$ cat config.mk
export PLATFORM = sky130hd
export DESIGN_NAME = ph_median_average_stability
export DESIGN_NICKNAME = d
export VERILOG_FILES = /design/src/design/phma_pkg.sv /design/src/design/phma_div.sv /design/src/design/ph_median_average_stability.sv
export SDC_FILE = /design/constraint.sdc
export NUM_CORES = 2
export LEC_CHECK = 0
export BUFFER_PORTS_ARGS = -buffer_cell sky130_fd_sc_hd__buf_2
export CAP_MARGIN = 10
export CORE_ASPECT_RATIO = 1.4
export CORE_MARGIN = 2
export CORE_UTILIZATION = 40
export DETAILED_ROUTE_END_ITERATION = 10
export HOLD_SLACK_MARGIN = 0.06
export PLACE_DENSITY = 0.53
export SYNTH_ARGS = -nofsm -noshare
export SYNTH_HDL_FRONTEND = slang
export SYNTH_SLANG_ARGS = --single-unit
$ cat constraint.sdc
create_clock -name clk -period 14.7 [get_ports clk]
set_input_delay 2.205 -clock clk [delete_from_list [all_inputs] [get_ports clk]]
set_output_delay 2.205 -clock clk [all_outputs]
set_load 0.005 [all_outputs]
$ cat src/design/phma_pkg.sv
// Package for the pH median and moving-average stability block: constants, states, types.
`timescale 1ns / 1ps
package phma_pkg;
  localparam int MEDIAN_SIZE_DEF      = 5;
  localparam int AVERAGE_SIZE_DEF     = 8;
  localparam int SAMPLES_PER_READ_DEF = 8;

  localparam logic [31:0] GAIN_RST      = 32'd0;
  localparam logic [23:0] OFFSET_RST    = 24'd458752;
  localparam logic [23:0] THRESHOLD_RST = 24'd6554;
  localparam logic [21:0] DURATION_RST  = 22'd30000;

  localparam logic [1:0] REG_GAIN      = 2'd0;
  localparam logic [1:0] REG_OFFSET    = 2'd1;
  localparam logic [1:0] REG_THRESHOLD = 2'd2;
  localparam logic [1:0] REG_DURATION  = 2'd3;

  typedef enum logic [2:0] {
    ST_IDLE, ST_MUL, ST_MED, ST_AVG, ST_DIV, ST_STAB, ST_OUT
  } state_t;

  // Status from the divider to the sequencer.
  typedef struct packed {
    logic busy;
    logic done;
  } div_status_t;
endpackage

$ cat src/design/phma_div.sv
// Restoring divider, one quotient bit per cycle, signed dividend, truncation toward zero.
`timescale 1ns / 1ps
module phma_div #(
  parameter int NW = 30,
  parameter int DW = 7
) (
  input  logic                    clk,
  input  logic                    rst,
  input  logic                    start,
  input  logic signed [NW-1:0]    num,
  input  logic        [DW-1:0]    den,
  output logic signed [NW-1:0]    quo,
  output phma_pkg::div_status_t   status
);
  import phma_pkg::*;
  localparam int CW = $clog2(NW + 1);

  logic [NW-1:0] mag;
  logic [NW-1:0] q;
  logic [DW-1:0] rem;
  logic [CW-1:0] cnt;
  logic          neg;
  logic          busy;
  logic          done;
  logic [DW:0]   trial;
  logic [DW:0]   diff;

  assign trial = {rem, mag[NW-1]};
  assign diff  = trial - {1'b0, den};

  // One shift and trial subtract each cycle.
  always_ff @(posedge clk) begin
    if (rst) begin
      busy <= 1'b0;
      done <= 1'b0;
      cnt  <= '0;
    end else begin
      done <= 1'b0;
      if (start) begin
        busy <= 1'b1;
        neg  <= num[NW-1];
        mag  <= num[NW-1] ? NW'(-num) : NW'(num);
        rem  <= '0;
        q    <= '0;
        cnt  <= CW'(NW);
      end else if (busy) begin
        mag <= {mag[NW-2:0], 1'b0};
        if (trial >= {1'b0, den}) begin
          rem <= diff[DW-1:0];
          q   <= {q[NW-2:0], 1'b1};
        end else begin
          rem <= trial[DW-1:0];
          q   <= {q[NW-2:0], 1'b0};
        end
        cnt <= cnt - 1'b1;
        if (cnt == CW'(1)) begin
          busy <= 1'b0;
          done <= 1'b1;
        end
      end
    end
  end

  assign quo = neg ? NW'(-q) : NW'(q);
  assign status.busy = busy;
  assign status.done = done;

`ifndef SYNTHESIS
  a_no_restart: assert property (@(posedge clk) disable iff (rst) busy |-> !start)
    else $error("divider restarted while busy");
  a_done_once: assert property (@(posedge clk) disable iff (rst) done |=> !done)
    else $error("divider done held");
  a_done_after_busy: assert property (@(posedge clk) disable iff (rst)
    done |-> $past(busy))
    else $error("divider done without work");
`endif
endmodule

$ cat src/design/ph_median_average_stability.sv
// Top level: pH conversion, median window, moving average and stability flag.
//
// Usage: samples (adc_sum, time_ms) arrive on a valid/ready input channel;
// one result (raw_ph, median_ph, filtered_ph, stable) leaves on a valid/ready
// output channel for each sample. Calibration registers sit on an APB port:
// 0 ph_gain, 1 ph_offset, 2 stability_threshold, 3 stability_duration at
// byte addresses 0, 4, 8, 12; writes complete in the access cycle.
// One sample is processed at a time; ready is low while it is in work.
// An accepted sample passes through the conversion, median scan, average
// accumulate, divide (on a divider 24 plus the fill count bits wide),
// stability and output steps in that order; the next sample is taken only
// once the sequencer is back in idle. The median scan and accumulate steps
// are shorter while the windows are still filling.
// The result is held in an output register. A stalled receiver keeps it
// there; the next sample is still accepted and worked on, and waits at the
// end until that register is emptied. Reset clears registers to their reset
// values, the window pointers and fill counts to zero and the stability state.
`timescale 1ns / 1ps
module ph_median_average_stability #(
  parameter int MEDIAN_SIZE      = phma_pkg::MEDIAN_SIZE_DEF,
  parameter int AVERAGE_SIZE     = phma_pkg::AVERAGE_SIZE_DEF,
  parameter int SAMPLES_PER_READ = phma_pkg::SAMPLES_PER_READ_DEF
) (
  input  logic               clk,
  input  logic               rst,
  input  logic               psel,
  input  logic               penable,
  input  logic               pwrite,
  input  logic [3:0]         paddr,
  input  logic [31:0]        pwdata,
  output logic [31:0]        prdata,
  output logic               pready,
  input  logic               in_valid,
  output logic               in_ready,
  input  logic [14:0]        adc_sum,
  input  logic [31:0]        time_ms,
  output logic               out_valid,
  input  logic               out_ready,
  output logic signed [23:0] raw_ph,
  output logic signed [23:0] median_ph,
  output logic signed [23:0] filtered_ph,
  output logic               stable
);
  import phma_pkg::*;

  // Index of the lowest set bit, for splitting the read count into 2^k * odd.
  function automatic int low_zeros(input int v);
    int t;
    t = 0;
    for (int k = 6; k >= 0; k--) begin
      if (v[k]) t = k;
    end
    return t;
  endfunction

  localparam int MW  = (MEDIAN_SIZE > 1) ? $clog2(MEDIAN_SIZE) : 1;
  localparam int MCW = $clog2(MEDIAN_SIZE + 1);
  localparam int AW  = (AVERAGE_SIZE > 1) ? $clog2(AVERAGE_SIZE) : 1;
  localparam int ACW = $clog2(AVERAGE_SIZE + 1);
  localparam int SW  = 24 + ACW;
  localparam int TZ      = low_zeros(SAMPLES_PER_READ);
  localparam int SHIFT   = 8 + TZ;
  localparam int SPR_ODD = SAMPLES_PER_READ >> TZ;
  localparam logic [5:0]  SPR_ODD6 = 6'(SPR_ODD);
  localparam logic [25:0] RECIP_HI =
    26'(((64'd1 << 25) + 64'(SPR_ODD) - 64'd1) / 64'(SPR_ODD));
  localparam logic [31:0] RECIP_LO =
    32'(((64'd1 << 31) + 64'(SPR_ODD) - 64'd1) / 64'(SPR_ODD));
  localparam logic [2:0] MUL_LAST = 3'd4;

  // Configuration registers.
  logic signed [31:0] ph_gain;
  logic signed [23:0] ph_offset;
  logic [23:0]        stability_threshold;
  logic [21:0]        stability_duration;
  logic [1:0]         reg_idx;
  logic               wr_en;

  assign pready  = 1'b1;
  assign reg_idx = paddr[3:2];
  assign wr_en   = psel && penable && pwrite;

  always_ff @(posedge clk) begin
    if (rst) begin
      ph_gain             <= GAIN_RST;
      ph_offset           <= OFFSET_RST;
      stability_threshold <= THRESHOLD_RST;
      stability_duration  <= DURATION_RST;
    end else if (wr_en) begin
      unique case (reg_idx)
        REG_GAIN:      ph_gain             <= pwdata;
        REG_OFFSET:    ph_offset           <= pwdata[23:0];
        REG_THRESHOLD: stability_threshold <= pwdata[23:0];
        REG_DURATION:  stability_duration  <= pwdata[21:0];
        default:       ;
      endcase
    end
  end

  always_comb begin
    unique case (reg_idx)
      REG_GAIN:      prdata = ph_gain;
      REG_OFFSET:    prdata = {{8{ph_offset[23]}}, ph_offset};
      REG_THRESHOLD: prdata = {8'd0, stability_threshold};
      REG_DURATION:  prdata = {10'd0, stability_duration};
      default:       prdata = '0;
    endcase
  end

  // Sequencer state and working registers.
  state_t state, state_next;
  logic [14:0]        adc_q;
  logic [31:0]        now_q;
  logic signed [23:0] raw_q;
  logic signed [23:0] med_q;
  logic signed [SW-1:0] sum_q;
  logic signed [23:0] lo_q, hi_q;
  logic               stab_q;

  logic signed [23:0] median_window [MEDIAN_SIZE];
  logic [MW-1:0]      median_position;
  logic [MCW-1:0]     median_filled;
  logic signed [23:0] average_window [AVERAGE_SIZE];
  logic [AW-1:0]      average_position;
  logic [ACW-1:0]     average_filled;
  logic               was_stable;
  logic [31:0]        stable_since;

  logic [MW-1:0]  mi, mj;
  logic [MCW-1:0] less_cnt, le_cnt;
  logic           med_found;
  logic [AW-1:0]  ai;
  logic [2:0]     mul_cnt;

  logic               div_start;
  logic signed [SW-1:0] div_quo;
  div_status_t        div_st;

  // Output register.
  logic out_free;
  assign out_free = !out_valid || out_ready;
  assign in_ready = (state == ST_IDLE);

  // Next state.
  always_comb begin
    state_next = state;
    unique case (state)
      ST_IDLE: if (in_valid && in_ready) state_next = ST_MUL;
      ST_MUL:  if (mul_cnt == MUL_LAST) state_next = ST_MED;
      ST_MED:  if (med_found) state_next = ST_AVG;
      ST_AVG:  if (ai == AW'(average_filled - 1)) state_next = ST_DIV;
      ST_DIV:  if (div_st.done) state_next = ST_STAB;
      ST_STAB: state_next = ST_OUT;
      ST_OUT:  if (out_free) state_next = ST_IDLE;
      default: state_next = ST_IDLE;
    endcase
  end

  // Outputs of the sequencer.
  always_comb begin
    div_start = (state == ST_AVG) && (ai == AW'(average_filled - 1));
  end

  // Median scan comparator: entry mj against candidate mi.
  logic signed [23:0] cand, other;
  logic           cmp_lt, cmp_eq;
  logic [MCW-1:0] lt_n, le_n;
  logic [MCW-1:0] half;
  assign cand   = median_window[mi];
  assign other  = median_window[mj];
  assign cmp_lt = other < cand;
  assign cmp_eq = other == cand;
  assign lt_n   = less_cnt + MCW'(cmp_lt);
  assign le_n   = le_cnt + MCW'(cmp_lt || cmp_eq);
  assign half   = median_filled >> 1;

  // Conversion: floor(gain * adc / 2^SHIFT), then a floor divide by the odd
  // part of the read count in two reciprocal steps of 19 and 25 bits. A
  // negative value is handled as the complement of its magnitude.
  logic signed [47:0] prod_q;
  logic signed [47:0] prod_s;
  logic signed [47:0] x_fl;
  logic [37:0]        x_mag;
  logic [37:0]        n_q;
  logic               neg_q;
  logic [18:0]        qh_q;
  logic [24:0]        low_q;
  logic [44:0]        hi_prod;
  logic [24:0]        hi_back;
  logic [18:0]        hi_rem;
  logic [56:0]        lo_prod;
  logic [37:0]        q_mag;
  logic signed [47:0] qfl_q;
  logic signed [48:0] rawsum;
  logic signed [23:0] raw_sat;
  logic [31:0]        elapsed;
  logic signed [24:0] range;
  logic signed [23:0] av;

  assign prod_s  = ph_gain * $signed({1'b0, adc_q});
  assign x_fl    = prod_q >>> SHIFT;
  assign x_mag   = x_fl[47] ? ~x_fl[37:0] : x_fl[37:0];
  assign hi_prod = 45'(x_mag[37:19]) * 45'(RECIP_HI);
  assign hi_back = 25'(qh_q) * 25'(SPR_ODD6);
  assign hi_rem  = n_q[37:19] - hi_back[18:0];
  assign lo_prod = 57'(low_q) * 57'(RECIP_LO);
  assign q_mag   = {qh_q, 19'd0} + 38'(lo_prod[55:31]);
  assign rawsum  = 49'(qfl_q) + 49'(ph_offset);
  assign elapsed = now_q - stable_since;
  assign range   = 25'(hi_q) - 25'(lo_q);
  assign av      = average_window[ai];

  // Saturation of the calibrated value to Q7.16.
  always_comb begin
    if (rawsum > 49'sd8388607)       raw_sat = 24'sd8388607;
    else if (rawsum < -49'sd8388608) raw_sat = -24'sd8388608;
    else                             raw_sat = rawsum[23:0];
  end

  always_ff @(posedge clk) begin
    if (rst) begin
      state            <= ST_IDLE;
      median_position  <= '0;
      median_filled    <= '0;
      average_position <= '0;
      average_filled   <= '0;
      was_stable       <= 1'b0;
      stable_since     <= '0;
      out_valid        <= 1'b0;
      mul_cnt          <= '0;
      med_found        <= 1'b0;
    end else begin
      state <= state_next;
      if ((state == ST_OUT) && out_free) out_valid <= 1'b1;
      else if (out_valid && out_ready)   out_valid <= 1'b0;
      unique case (state)
        ST_IDLE: begin
          if (in_valid && in_ready) begin
            adc_q   <= adc_sum;
            now_q   <= time_ms;
            mul_cnt <= '0;
          end
        end
        ST_MUL: begin
          mul_cnt <= mul_cnt + 1'b1;
          unique case (mul_cnt)
            3'd0: prod_q <= prod_s;
            3'd1: begin
              n_q   <= x_mag;
              neg_q <= x_fl[47];
              qh_q  <= hi_prod[43:25];
            end
            3'd2: low_q <= {hi_rem[5:0], n_q[18:0]};
            3'd3: qfl_q <= neg_q ? ~{10'd0, q_mag} : {10'd0, q_mag};
            default: begin
              raw_q <= raw_sat;
              median_window[median_position] <= raw_sat;
              median_position <= (median_position == MW'(MEDIAN_SIZE - 1)) ? '0
                                 : median_position + 1'b1;
              if (median_filled < MCW'(MEDIAN_SIZE)) median_filled <= median_filled + 1'b1;
              mi <= '0; mj <= '0; less_cnt <= '0; le_cnt <= '0; med_found <= 1'b0;
            end
          endcase
        end
        ST_MED: begin
          // Rank candidate mi: it is the median when less < half+1 <= lessequal.
          if (!med_found) begin
            if (mj == MW'(median_filled - 1)) begin
              if (lt_n <= half && le_n > half) begin
                med_q     <= cand;
                med_found <= 1'b1;
                average_window[average_position] <= cand;
              end
              mi <= mi + 1'b1; mj <= '0; less_cnt <= '0; le_cnt <= '0;
            end else begin
              mj <= mj + 1'b1; less_cnt <= lt_n; le_cnt <= le_n;
            end
          end else begin
            average_position <= (average_position == AW'(AVERAGE_SIZE - 1)) ? '0
                                : average_position + 1'b1;
            if (average_filled < ACW'(AVERAGE_SIZE)) average_filled <= average_filled + 1'b1;
            ai <= '0; sum_q <= '0;
          end
        end
        ST_AVG: begin
          sum_q <= sum_q + SW'(av);
          if (ai == '0) begin lo_q <= av; hi_q <= av; end
          else begin
            if (av < lo_q) lo_q <= av;
            if (av > hi_q) hi_q <= av;
          end
          ai <= ai + 1'b1;
        end
        ST_STAB: begin
          stab_q <= 1'b0;
          if (average_filled == ACW'(AVERAGE_SIZE)) begin
            if (range <= $signed({1'b0, stability_threshold})) begin
              if (!was_stable) begin
                stable_since <= now_q; was_stable <= 1'b1;
                stab_q <= (32'd0 >= {10'd0, stability_duration});
              end else stab_q <= elapsed >= {10'd0, stability_duration};
            end else was_stable <= 1'b0;
          end
        end
        ST_OUT: begin
          if (out_free) begin
            raw_ph      <= raw_q;
            median_ph   <= med_q;
            filtered_ph <= div_quo[23:0];
            stable      <= stab_q;
          end
        end
        default: ;
      endcase
    end
  end

  phma_div #(.NW(SW), .DW(ACW)) u_div (
    .clk(clk), .rst(rst), .start(div_start), .num(sum_q + SW'(av)),
    .den(average_filled), .quo(div_quo), .status(div_st)
  );

`ifndef SYNTHESIS
  a_busy_not_ready: assert property (@(posedge clk) disable iff (rst)
    (state != ST_IDLE) |-> !in_ready)
    else $error("ready while a sample is in work");
  a_one_result: assert property (@(posedge clk) disable iff (rst)
    (in_valid && in_ready) |=> (state == ST_MUL))
    else $error("accepted sample not started");
  a_fill_bound: assert property (@(posedge clk) disable iff (rst)
    average_filled <= ACW'(AVERAGE_SIZE))
    else $error("average fill overran");
`endif
endmodule
# Word-level counts from Yosys, hierarchy flattened
# Memories as Yosys holds them, arrays and structs flattened. A register that Yosys moved wholly into a read port is not among the register bits.
# Index checks and enable logic that the tools add are counted.
[word_totals] reg_bits=646 ramBits=312 output_inout_bits=108 elab_cells=245 mem_count=2
[op_classes] n_addsub=22 mul=1 magnitude_cmp=13 eq_ne=29 n_mux=71 bitwise_logic=7 n_reduce_logical=54
[memory_table] memory="average_window" depth=8 word_bits=24 rd=1 rd_clocked_by_memory_dff=1 wr=1 line="ph_median_average_stability.sv:123" text="logic signed [23:0] average_window [AVERAGE_SIZE];"
[memory_table] memory="median_window" depth=5 word_bits=24 rd=2 rd_clocked_by_memory_dff=2 wr=1 line="ph_median_average_stability.sv:120" text="logic signed [23:0] median_window [MEDIAN_SIZE];"
[ops] op="$mux W24" n=8
[ops] op="$pmux W32 S4" n=1
[ops] op="$mux W28" n=4
[ops] op="$mux W38" n=2
[ops] op="$mux W3" n=22
[ops] op="$pmux W28 S2" n=1
[ops] op="$add A48 B24 Y49" n=1
[ops] op="$gt A49 B24 Y1 const B" n=1
[ops] op="$lt A49 B24 Y1 const B" n=1
[ops] op="$lt A24 B24 Y1" n=2
[ops] op="$mul A32 B16 Y48" n=1
[ops] op="$not A38 Y48" n=1
[ops] op="$add A38 B25 Y38" n=1
[ops] op="$not A38 Y38" n=1
[ops] op="$pmux W3 S2" n=6
[ops] op="$reduce_and A3 Y1" n=12
[ops] op="$ge A32 B22 Y1" n=1
[ops] op="$sub A32 B32 Y32" n=1
[ops] op="$add A28 B24 Y28" n=1
[ops] op="$neg A28 Y28" n=1
[ops] op="$reduce_and A2 Y1" n=13
[ops] op="$le A25 B25 Y1" n=1
[ops] op="$sub A24 B24 Y25" n=1
[ops] op="$eq A24 B24 Y1" n=1
[ops] op="other kinds (43)" n=112

# Depth between registers and ports, before layout
[logic_depth] ltp_word=11 depth_mapped=26 depth_no_buf=25

# By module
# A second synthesis with hierarchy kept.
[unflattened] cells_unflattened=5425 area_unflattened_um2=62170.9
[by_module_without_submodules] mod="ph_median_average_stability" instances=1 cells_each=5005 area_each_um2=57961.8
[by_module_without_submodules] mod="phma_div" instances=1 cells_each=420 area_each_um2=4209.0

# Worst setup path after synthesis
# No wires, ideal clock.
[synth_timing] path_kind="input to register" from="in rst" to="reg filtered_ph[0] (enable)" setup_time_ns=0.684 arrival_time_ns=9.615 t_required_ns=14.016 slack_ns=4.401 stages=3 path_buffers=2 cell_sequence="clkbuf_1 > clkbuf_1 > nor4_1"
[synth_via] elab_chain_cells=2
[synth_lines] element="from (decl)" line="ph_median_average_stability.sv:25" text="input logic rst,"
[synth_lines] element="$not A1 Y1 (no source line)"
[synth_lines] element="$reduce_and A3 Y1 (no source line)"
[synth_lines] element="to (signal assigned)" line="ph_median_average_stability.sv:309" text="filtered_ph <= div_quo[23:0];"
[synth_lines] element="to (decl)" line="ph_median_average_stability.sv:41" text="output logic signed [23:0] filtered_ph,"
# No other way between the ends.
# A chain may end at the register's enable or synchronous reset.

# Worst setup path in the final report
[layout_timing] from="reg ph_gain[7]" to="reg prod_q[47], data pin"
[layout_via] elab_chain_cells=1
[layout_lines] element="from (decl)" line="ph_median_average_stability.sv:72" text="logic signed [31:0] ph_gain;"
[layout_lines] element="from (signal assigned)" line="ph_median_average_stability.sv:91" text="REG_GAIN: ph_gain <= pwdata;"
[layout_lines] element="$mul A32 B16 Y48" line="ph_median_average_stability.sv:200" text="assign prod_s = ph_gain * $signed({1'b0, adc_q});"
[layout_lines] element="net prod_s[47]" line="ph_median_average_stability.sv:181" text="logic signed [47:0] prod_s;"
[layout_lines] element="to (signal assigned)" line="ph_median_average_stability.sv:247" text="3'd0: prod_q <= prod_s;"
[layout_lines] element="to (decl)" line="ph_median_average_stability.sv:180" text="logic signed [47:0] prod_q;"
# The timed path passes the listed nets, and every way through them passes these cells.

==> impl_metrics.py <==
metrics = {
    "status": {
        "status": "finished clean",
    },
    "grt": {
        "grt_start_max_net_pins": 88,
        "grt_pass1_wl_mm": 251,
        "grt.overflow.total": 0,
        "grt_usage": 0.209,
        "antenna_found_initial": 11,
        "grt_pass1_vias": 42618,
    },
    "clocking": {
        "numCtsBuffers": 96,
        "cts_root_buffer": "clkbuf_16",
        "ctsHoldBuffers": 0,
        "htree_levels": 3,
        "post_cts_resized": 0,
        "clk_latency_ps": 750,
        "cts_max_path_buffers": 3,
        "path_clk_slew_ps": 70,
        "cts_tree": "done",
        "postCtsSetupRepairBufs": 0,
        "cts.sinks": 934,
    },
    "floorplanning": {
        "die-area_um2": 159000,
        "start_util": 0.402,
        "die_h_um": 471,
        "num_rows": 171,
        "ios": 198,
        "die_width_um": 337,
        "coreArea_um2": 155000,
    },
    "yosys": {
        "syn_area_um2": 62300,
        "syn_inst": 5434,
        "syn-num-nets": 6364,
        "avgSynthCellArea_um2": 11.5,
        "ys_seq_area_frac": 0.423,
        "ys_ff_latch": 934,
        "async_flop_share": 0,
        "yosysWarnings": 0,
        "synth_edf_count": 762,
        "ys_types": 115,
        "ys.flop_type": "edfxtp_1",
    },
    "power": {
        "p_leak_nw": 28.0,
        "power_w": 0.00606,
        "p_per_area_nw_per_um2": 87.8,
        "peakVddDrop_mv": 0.103,
    },
    "setup_path": {
        "worstReg2RegStart": "ph_gain[7]",
        "critPathMaxFanout": 17,
        "start_kind": "register",
        "slowest_stage": "dfxtp_1",
        "reg2regPathDepth": 21,
        "crit_chain": "nand2_1 > fa_1 > inv_1 > fa_1 > fa_1 > fa_1 > fa_1 > inv_1 > fa_1 > inv_1 > ha_1 > a211oi_1 > nand2_1 > o221ai_1 > o31ai_1 > a21oi_1 > o21ai_1 > a41o_1 > o41a_1 > a21oi_1 > xnor2_1",
        "required_ps": 15170,
        "end_kind": "register",
        "cp.arrival_ps": 8320,
        "r2r-end": "prod_q[47]",
        "cp_slowest_stage_delay_ps": 990,
        "crit_type": "reg2reg",
        "cp_common_cell": "fa_1",
        "rrSetupSlack_ps": 6850,
    },
    "sta": {
        "period_share": 0.534,
        "tns_ps": 0,
        "slew-limit-headroom": 0.241,
        "post-route-min-period_ps": 7850,
        "tightest_slew_ps": 1130,
        "rsz0062_at_grt": "no",
        "setup_viol": 0,
        "fin_skew_ps": 61.3,
        "hold_slack_ps": 417,
        "max_freq_mhz": 127,
        "drv_slew": 0,
        "hold_viol": 0,
    },
    "finish": {
        "mostFrequentLayoutCell": "edfxtp_1",
        "fin_util": 0.445,
        "area_growth_pct": 10.8,
        "fill_cells": 14707,
        "drive_gt1_frac": 0.122,
        "fin_nets": 6522,
        "mostFrequentLayoutCells": "edfxtp_1, inv_1, nand2_1",
        "fin_area_um2": 69000,
    },
    "routing": {
        "antenna_left": 0,
        "drt_iter0_drc": 2459,
        "avgRoutedWirePerCell_um": 21.1,
        "drc_errors": 0,
        "dr.pass1.iters": 6,
        "avgViaCountPerCell": 5.24,
        "num_vias": 40669,
        "wirelength_mm": 164,
    },
    "job": {
        "max-cap-violations": 0,
    },
    "worst_hold_path": {
        "holdPathStages": 0,
        "holdPathEnd": "raw_ph[19]",
        "hold_start": "raw_q[19]",
        "hp-class": "reg2reg",
    },
    "place": {
        "placed_cell_area_um2": 65700,
        "dpl.hpwl_mm": 121,
        "gp_congestion": 0.880,
        "portBuffers": 194,
    },
}
==> critical path, delay by kind of cell, from the launching register on <==
family / cells / cell delay [ps]
flip-flops: 1 / 990
adder cells (fa/ha/maj): 7 / 3510
AND/OR/NAND/NOR: 2 / 310
buffers and inverters: 3 / 160
AO/OA/AOI/OAI: 8 / 2520
XOR/XNOR: 1 / 80
==> power breakdown <==
group / internal [W] / leakage [nW] / switching [W]
sequential: 0.00288 / 8.28 / 0.0000245
clock: 0.00148 / 1.61 / 0.00111
combinational: 0.000207 / 18.1 / 0.000360
==> state kept, by name (all words and copies together) (netlist names), 28 cells and up, named ones only <==
| register | cells |
|---|---|
| average_window | 192 |
| stable_since | 32 |
| sum_q | 28 |
| ph_gain | 32 |
| u_div.mag | 28 |
| prod_q | 37 |
| median_window | 120 |
| now_q | 32 |
| qfl_q | 39 |
==> area by class of cell <==
cell class / count / area [um^2] / share of cell area
Timing Repair Buffer: 270 / 1550 / 0.0224
Tap cell: 2076 / 2600 / 0.0376
Clock inverter: 65 / 843 / 0.0122
Inverter: 702 / 2640 / 0.0382
Multi-Input combinational cell: 3588 / 32500 / 0.472
Clock buffer: 115 / 2490 / 0.0361
Antenna cell: 5 / 12.5 / 0.000181
Sequential cell: 934 / 26300 / 0.382
==> layer usage <==
metal,vias to the layer above,track usage,routed length [um]
met4,8,0.0714,5580
met3,253,0.0322,8510
met2,928,0.383,86300
met1,20600,0.245,63200
met5,-,0,45
li1,18880,-,-
==> how the worst max path moves through the flow <==
stage	to	slack [ps]	startpoint
2_1_floorplan	filtered_ph[0]	4400	rst
3_3_place_gp	prod_q[47]	6980	ph_gain[7]
3_5_place_dp	prod_q[47]	6990	ph_gain[7]
4_1_cts	prod_q[47]	6960	ph_gain[7]
5_1_grt	prod_q[47]	6510	ph_gain[7]
6_report	prod_q[47]	6850	ph_gain[7]
==> cell usage after synthesis, types with 15 or more instances <==
master	count	share of area
edfxtp_1	762	0.37
inv_1	701	0.042
nand2_1	591	0.036
fa_1	458	0.15
ha_1	382	0.077
and2_1	265	0.027
a21oi_1	260	0.021
nor2_1	246	0.015
dfxtp_1	172	0.055
clkbuf_1	168	0.010
xnor2_1	141	0.020
xor2_1	130	0.018
o21ai_0	127	0.010
mux4_2	118	0.043
a21o_1	70	0.0084
mux2i_1	69	0.011
mux2_2	57	0.010
nor2b_1	57	0.0057
nor3_1	49	0.0039
nand2b_1	47	0.0047
o21a_1	46	0.0055
o21ai_1	46	0.0037
nand4_1	40	0.0040
nand3_1	34	0.0027
and3_1	23	0.0023
buf_1	23	0.0014
or3_1	22	0.0022
a211o_1	21	0.0030
nor4_1	21	0.0021
o211ai_1	21	0.0025
a211oi_1	19	0.0023
a31oi_1	18	0.0018
o21bai_1	17	0.0020
o31ai_1	15	0.0018
or2_2	15	0.0015
==> logic make-up (layout without fill, tap and decap cells) <==
group	after synthesis	count (layout)	share of synthesized area
buffers and inverters	912	1152	0.0566
muxes	245	245	0.0643
adders and majority gates	840	840	0.224
DFF	934	934	0.423
xor gates and xnor gates	273	273	0.0386
other	2	7	0.000121
AOI/OAI and AO/OA	769	769	0.0800
and+or+nand+nor	1459	1459	0.114
==> stage by stage <==
stage / setup WS [ps] / cells
after floorplan: 4400 / 5434
after global placement: 6980 / 7570
after detailed placement: 6990 / 7570
after CTS: 6960 / 7750
after global routing: 6510 / 7751
final: 6850 / 7755
No activity file was read; power rests on OpenSTA's default activity.
